--- src/lfc_pkg.sv ---
// ============================================================================
// lfc_pkg
// Shared constants, types and codes of the looped frame crossfader: sizes of
// the frame store, fixed-point formats of the blend, controller states and
// the command and status groups between controller and datapath.
// ============================================================================
package lfc_pkg;

    // frame store geometry
    localparam int FRAME_DEPTH = 1024;
    localparam int SAMPLE_BITS = 16;
    localparam int ADDR_W      = $clog2(FRAME_DEPTH);
    localparam int CNT_W       = $clog2(FRAME_DEPTH + 1);
    localparam int MEM_AW      = ADDR_W + 1;
    localparam int MEM_DEPTH   = 2 * (1 << ADDR_W);

    // configuration registers
    localparam int CFG_IDX_W    = 1;
    localparam int LEN_W        = 11;
    localparam int LEN_RESET    = 256;
    localparam logic [CFG_IDX_W-1:0] CFG_FADE_LEN = 1'b0;
    localparam logic [CFG_IDX_W-1:0] CFG_GAIN_EN  = 1'b1;

    // item operation codes
    localparam logic OP_LOAD = 1'b0;
    localparam logic OP_TICK = 1'b1;

    // fade length limits, FADE_W holds L-1
    localparam int FADE_MIN = 2;
    localparam int FADE_MAX = 1024;
    localparam int FADE_W   = $clog2(FADE_MAX);
    localparam int KCMP_W   = (CNT_W > FADE_W) ? CNT_W : FADE_W;

    // blend numerator: |sum| <= 2^(SAMPLE_BITS-1) * (2^FADE_W - 1)
    localparam int NUM_W = SAMPLE_BITS + FADE_W;
    localparam int MAG_W = NUM_W - 1;

    // makeup gain in Q1.14, span is 2(sqrt2-1)
    localparam int GAIN_FRAC = 14;
    localparam int GAIN_ONE  = 16384;
    localparam int GAIN_SPAN = 13573;
    localparam int GAIN_W    = 15;
    localparam int GPROD_W   = MAG_W + GAIN_W;

    // shared divider: widest dividend is the gained numerator after rounding
    localparam int DIV_W   = GPROD_W + 1 - GAIN_FRAC;
    localparam int DCNT_W  = $clog2(DIV_W);
    localparam int SAT_MAX = (1 << (SAMPLE_BITS - 1)) - 1;

    typedef enum logic [3:0] {
        S_IDLE,
        S_LOAD,
        S_TICK,
        S_PLAY,
        S_FADE_OLD,
        S_FADE_NEW,
        S_GDIV_GO,
        S_GDIV_WAIT,
        S_GAIN_MUL,
        S_NDIV_GO,
        S_NDIV_WAIT,
        S_FADE_END,
        S_FINISH
    } state_t;

    typedef enum logic [1:0] {
        MODE_NONE,
        MODE_PLAY,
        MODE_FADE
    } tick_mode_t;

    typedef struct packed {
        logic accept;
        logic load_step;
        logic tick_setup;
        logic play_cap;
        logic fade_old;
        logic fade_new;
        logic gdiv_go;
        logic gain_mul;
        logic ndiv_go;
        logic fade_end;
        logic out_load;
    } ctrl_cmd_t;

    typedef struct packed {
        tick_mode_t mode;
        logic       gain_en;
        logic       div_done;
    } dp_status_t;

endpackage

--- src/lfc_ctrl.sv ---
// ============================================================================
// lfc_ctrl
// Controller: accepts items, sequences loads, plain ticks and crossfade
// ticks through the datapath, and owns the output valid.
// ============================================================================
module lfc_ctrl (
    input  logic                clk,
    input  logic                rst_n,
    input  logic                in_valid,
    output logic                in_ready,
    input  logic                operation,
    output logic                out_valid,
    input  logic                out_ready,
    output lfc_pkg::ctrl_cmd_t  cmd,
    input  lfc_pkg::dp_status_t status
);

    lfc_pkg::state_t state_reg, state_next;
    logic            out_valid_reg, out_valid_next;
    logic            out_free;

    assign out_free = !out_valid_reg || out_ready;

    // next state
    always_comb
    begin
        state_next = state_reg;
        unique case (state_reg)
            lfc_pkg::S_IDLE:
            begin
                if (in_valid)
                begin
                    state_next = (operation == lfc_pkg::OP_TICK) ? lfc_pkg::S_TICK
                                                                 : lfc_pkg::S_LOAD;
                end
            end
            lfc_pkg::S_LOAD:      state_next = lfc_pkg::S_FINISH;
            lfc_pkg::S_TICK:
            begin
                unique case (status.mode)
                    lfc_pkg::MODE_PLAY: state_next = lfc_pkg::S_PLAY;
                    lfc_pkg::MODE_FADE: state_next = lfc_pkg::S_FADE_OLD;
                    default:            state_next = lfc_pkg::S_FINISH;
                endcase
            end
            lfc_pkg::S_PLAY:      state_next = lfc_pkg::S_FINISH;
            lfc_pkg::S_FADE_OLD:  state_next = lfc_pkg::S_FADE_NEW;
            lfc_pkg::S_FADE_NEW:
            begin
                state_next = status.gain_en ? lfc_pkg::S_GDIV_GO : lfc_pkg::S_NDIV_GO;
            end
            lfc_pkg::S_GDIV_GO:   state_next = lfc_pkg::S_GDIV_WAIT;
            lfc_pkg::S_GDIV_WAIT:
            begin
                if (status.div_done)
                begin
                    state_next = lfc_pkg::S_GAIN_MUL;
                end
            end
            lfc_pkg::S_GAIN_MUL:  state_next = lfc_pkg::S_NDIV_GO;
            lfc_pkg::S_NDIV_GO:   state_next = lfc_pkg::S_NDIV_WAIT;
            lfc_pkg::S_NDIV_WAIT:
            begin
                if (status.div_done)
                begin
                    state_next = lfc_pkg::S_FADE_END;
                end
            end
            lfc_pkg::S_FADE_END:  state_next = lfc_pkg::S_FINISH;
            lfc_pkg::S_FINISH:
            begin
                if (out_free)
                begin
                    state_next = lfc_pkg::S_IDLE;
                end
            end
            default:              state_next = lfc_pkg::S_IDLE;
        endcase
    end

    // datapath commands
    always_comb
    begin
        cmd      = '0;
        in_ready = 1'b0;
        unique case (state_reg)
            lfc_pkg::S_IDLE:
            begin
                in_ready   = 1'b1;
                cmd.accept = in_valid;
            end
            lfc_pkg::S_LOAD:      cmd.load_step  = 1'b1;
            lfc_pkg::S_TICK:      cmd.tick_setup = 1'b1;
            lfc_pkg::S_PLAY:      cmd.play_cap   = 1'b1;
            lfc_pkg::S_FADE_OLD:  cmd.fade_old   = 1'b1;
            lfc_pkg::S_FADE_NEW:  cmd.fade_new   = 1'b1;
            lfc_pkg::S_GDIV_GO:   cmd.gdiv_go    = 1'b1;
            lfc_pkg::S_GDIV_WAIT: cmd            = '0;
            lfc_pkg::S_GAIN_MUL:  cmd.gain_mul   = 1'b1;
            lfc_pkg::S_NDIV_GO:   cmd.ndiv_go    = 1'b1;
            lfc_pkg::S_NDIV_WAIT: cmd            = '0;
            lfc_pkg::S_FADE_END:  cmd.fade_end   = 1'b1;
            lfc_pkg::S_FINISH:    cmd.out_load   = out_free;
            default:              cmd            = '0;
        endcase
    end

    // output beat valid
    always_comb
    begin
        if (cmd.out_load)
        begin
            out_valid_next = 1'b1;
        end
        else if (out_ready)
        begin
            out_valid_next = 1'b0;
        end
        else
        begin
            out_valid_next = out_valid_reg;
        end
    end

    always_ff @(posedge clk or negedge rst_n)
    begin
        if (!rst_n)
        begin
            state_reg     <= lfc_pkg::S_IDLE;
            out_valid_reg <= 1'b0;
        end
        else
        begin
            state_reg     <= state_next;
            out_valid_reg <= out_valid_next;
        end
    end

    assign out_valid = out_valid_reg;

`ifndef SYNTHESIS
    a_accept_starts_work: assert property (@(posedge clk) disable iff (!rst_n)
        (in_valid && in_ready) |=> (state_reg == lfc_pkg::S_LOAD
                                    || state_reg == lfc_pkg::S_TICK))
        else $error("accepted beat did not start a load or tick");
`endif

endmodule

--- config.mk ---
export PLATFORM = sky130hd
export DESIGN_NAME = lfc_ctrl
export DESIGN_NICKNAME = d
export VERILOG_FILES = /design/src/lfc_pkg.sv /design/src/lfc_ctrl.sv
export SDC_FILE = /design/constraint.sdc
export NUM_CORES = 1
export LEC_CHECK = 0
export BUFFER_PORTS_ARGS = -buffer_cell sky130_fd_sc_hd__buf_2
export CORE_AREA = 2 2 39 41
export CTS_CLUSTER_SIZE = 20
export DETAILED_ROUTE_END_ITERATION = 8
export DIE_AREA = 0 0 41 43
export PLACE_DENSITY_LB_ADDON = 0.15
export SYNTH_ARGS = -nofsm -noshare
export SYNTH_HDL_FRONTEND = slang
export SYNTH_SLANG_ARGS = --single-unit
export TNS_END_PERCENT = 50
--- constraint.sdc ---
create_clock -name clk -period 3.6 [get_ports clk]
set_input_delay 0.9 -clock clk [delete_from_list [all_inputs] [get_ports clk]]
set_output_delay 0.9 -clock clk [all_outputs]
set_load 0.1 [all_outputs]
# ---- Word level (Yosys, flattened, before mapping)
# Cells that the tools add are included.
dict set report word_totals {
  register_bits 5
  in_bits 9
  out_inout_bits 13
  elab_cells 48
}
dict set report op_classes {
  eq_ne 18
  muxes 22
  n_reduce_logical 6
}
# cell n
set ops {}
lappend ops {{4-bit one-hot mux with 11 select lines} 1}
lappend ops {{4-bit == test (second input constant)} 5}
lappend ops {{4-bit 2-to-1 mux} 5}
lappend ops {{4-bit by 3-bit == test with 1-bit output (second input constant)} 4}
lappend ops {{1-bit 2-to-1 mux} 14}
lappend ops {{4-bit by 2-bit == test with 1-bit output (second input constant)} 2}
lappend ops {{2-bit inequality test (second input constant)} 4}
lappend ops {{4-bit one-hot mux with 2 select lines} 1}
lappend ops {{4-bit by 1-bit == test with 1-bit output (second input constant)} 1}
lappend ops {{4-bit logical NOT} 1}
lappend ops {{4-bit AND reduction} 1}
lappend ops {{3-bit OR reduction} 1}
lappend ops {{2-bit by 1-bit == test with 1-bit output (second input constant)} 1}
lappend ops {{2-bit == test (second input constant)} 1}
lappend ops {{2-bit 2-to-1 mux} 1}
lappend ops {{2-bit nonzero test} 1}
lappend ops {{1-bit logical NOT} 1}
lappend ops {{1-bit logical OR} 1}

# ---- Depth between registers and ports, before layout
dict set report depth {
  depth_word 4
  depth_mapped 6
  mapped_depth_nobuf 6
}

# ---- Worst setup path before layout
# Ideal clock, no wire load.
dict set report synth_timing {
  kind {reg-to-output}
  from {register state_reg[1]}
  to {output port cmd[10] (netlist bit)}
  t_arrival_ns 3.286
  required_time_ns 2.700
  slack_ns -0.586
  path_stages_with_launch 4
  n_path_buf 1
  cell_sequence {dfrtp_1 buf_2 nor4_2 and2_1}
}
# item line
set synth_lines {}
lappend synth_lines {{from (decl)} lfc_ctrl.sv:18} ;# lfc_pkg::state_t state_reg, state_next;
lappend synth_lines {{from (signal assigned)} lfc_ctrl.sv:129} ;# state_reg <= lfc_pkg::S_IDLE;
lappend synth_lines {{from (signal assigned)} lfc_ctrl.sv:134} ;# state_reg <= state_next;
lappend synth_lines {{to (decl)} lfc_ctrl.sv:14} ;# output lfc_pkg::ctrl_cmd_t cmd,

==> run metrics <==
n_diodes=0; IO Pins=22; Pre-Repair DR Iteration Count=4; # rows=14; Synth Area in XOR/XNOR=0%; Die ar.=1760 um2; CTS Root Cell=clkbuf_4; Crit. End Element=output port; Area after DPL=647 um2; min Tclk post-route=2.78 ns; Seq/Total Area, Yosys=22.4%; H-tree depth=1; cells after synthesis=73; Yosys reg bits=5; length in cells of the worst reg-to-reg path=4; Worst-path clk slew=0.04 ns; Worst-Skew Late Latency=about 0.24 ns; total track usage=16.6%; critical path arrival=around 1.9 ns; Die X-Extent=41 um; number of gates resized after cts=0; post-synthesis mux area share=0%; via count=575; global-route wire length before repair=roughly 2000 um; Synth Area in Simple Gates=37.8%; PortBufs=21; Synth Area in Compound Gates=24.8%; vias in the first global route=about 460; DRT iter0 DRCs=10; Max-Cap Viols=0; gr ovfl total=0; worst hold path class=input pin to async pin; Core Util, Final=approximately half; Largest register FFs=4; Max Slew Vio Count=0; final estimated routing congestion in global placement=0.809; post-route ant nets=0; Vias/cell=5.42; critical path fanouts, max=21; post-synth cell types=32; largest net degree at the start of global routing=22; drt wl/cell=12.3 um; CTS tree=yes; share of cells above drive strength 1=33.3%; Setup Crit Path Kind=flop to output port; Fin Clk Skew=0.000204 ns; area of the multi-input gates=389 um2; Avg Inst Size Synth=roughly 7.7 um2; WL final=1310 um; post-route cell area=slightly below 700 um2; clk buf depth=2; fmax=about 0.36 GHz; Syn Std Cell Area=559 um2; cts hold-fix bufs=0; synth warn=0; CTS sink cnt=5; post-CTS setup buffers=0; final hold vios=0; Floorplan Core Area=approximately 1400 um2; register cell area after layout=about 130 um2; Req. time, crit path=2.70 ns; hpwl dp=924 um; Die Y=43 um; RSZ-0062 raised after global routing=false; setup violators final=0; Mapped Nets=84; Starting Density=40.4%; fin nets=102; Area Growth Syn to Fin=20.4%; Final period util=between 70% and 80%; DRC=0; max_slew headroom=53.3%; layout filler cell count=153; status=complete, no violations; Synth Area in Adders=under 10%; CTS buffer count=3; Slew @ Worst Pin=0.700 ns; initial antenna violation count=0; startpoint types=flop; combinational family with the most area after synthesis=simple AND/OR/NAND/NOR gates
[Yosys cell counts]
master | number | area [um2]
nand2b_1 | 7 | 43.8
nor3_1 | 6 | 30.0
nand3_1 | 2 | 10.0
buf_2 | 5 | 25.0
inv_1 | 2 | 7.51
o31ai_1 | 1 | 7.51
nor3b_1 | 1 | 7.51
dfrtp_1 | 5 | 125
nor4_2 | 1 | 12.5
o22ai_2 | 1 | 12.5
o221ai_1 | 1 | 8.76
a2111oi_2 | 1 | 15.0
nor2b_1 | 3 | 18.8
or3b_1 | 2 | 17.5
nand3b_1 | 1 | 7.51
nor4_1 | 1 | 6.26
a211oi_2 | 1 | 12.5
o32ai_1 | 1 | 8.76
o22ai_1 | 1 | 6.26
a31oi_1 | 1 | 6.26
and3_1 | 1 | 6.26
o21bai_2 | 1 | 11.3
nand2_1 | 2 | 7.51
o32a_1 | 1 | 10.0
buf_4 | 2 | 15.0
and2_1 | 1 | 6.26
buf_6 | 1 | 11.3
ha_1 | 2 | 25.0
o21ai_0 | 2 | 10.0
o21ai_1 | 2 | 10.0
nor2_1 | 10 | 37.5
a21oi_1 | 4 | 20.0
[through the flow]
step / hold slack (ns) / instances / worst slack [ns] / TNS (ns)
global placement: 0.546 / 102 / 1.12 / 0
global route: 0.447 / 106 / 0.671 / 0
CTS: 0.460 / 106 / 0.827 / 0
finish: 0.458 / 106 / 0.822 / 0
floorplan: 0.604 / 73 / -0.0820 / -0.277
detailed placement: 0.545 / 102 / 1.10 / 0
[cell usage in the layout (no fill, tap or decap), drive strengths merged, types with 2 or more instances in the layout]
master and n:
nor2 10, nor2b 3, ha 2, inv 2
a21oi 4, clkbuf 4, or3b 2, nand2b 7
o21ai 4, nor3 6, nand3 2, buf 21
dfrtp 5, nor4 2, nand2 2, o22ai 2
[kinds of logic (layout without fill, tap and decap cells)]
family,count (synthesis),count (layout)
compound gates,18,18
buf+inv,10,27
fa+ha+maj,2,2
flops,5,5
simple gates,38,38
[area by class of cell]
class / count / area share (%)
inverters: 2 / 1.12
flip-flops and latches: 5 / 18.6
repair buffers: 21 / 15.6
multi-input cells: 58 / 57.8
well taps: 16 / 2.97
clock buffers: 4 / 3.90
[critical path, cell delays in order (launching register included)]
cell and delay, ns:
dfrtp_1 0.79, nand2b_1 0.20, nor2_1 0.19, buf_2 0.46
[worst paths after layout]
check	startpoint	end	slack, ns
worst max-delay path	state_reg[2]$_DFFE_PN0P_	cmd[4]	0.82
worst min-delay path	rst_n	out_valid$_DFFE_PN0P_	0.46
worst max register to register	state_reg[2]$_DFFE_PN0P_	state_reg[1]$_DFFE_PN0P_	1.83
worst min register to register	out_valid$_DFFE_PN0P_	out_valid$_DFFE_PN0P_	0.56
max in group asynchronous	rst_n	state_reg[3]$_DFFE_PN0P_	3.02
min in group clk	out_valid$_DFFE_PN0P_	out_valid$_DFFE_PN0P_	0.56
[metal layers]
layer | routed length (um) | up-vias | global-route usage (%)
li1 | - | 300 | -
met1 | 630 | 261 | 24.3
met2 | 627 | 12 | 23.4
met3 | 35 | 2 | 1.57
met4 | 12 | 0 | 8.00
met5 | 0 | - | 0
Power is not shown: default switching activity piles up to over one toggle a cycle in this logic, so the estimate is an artifact.
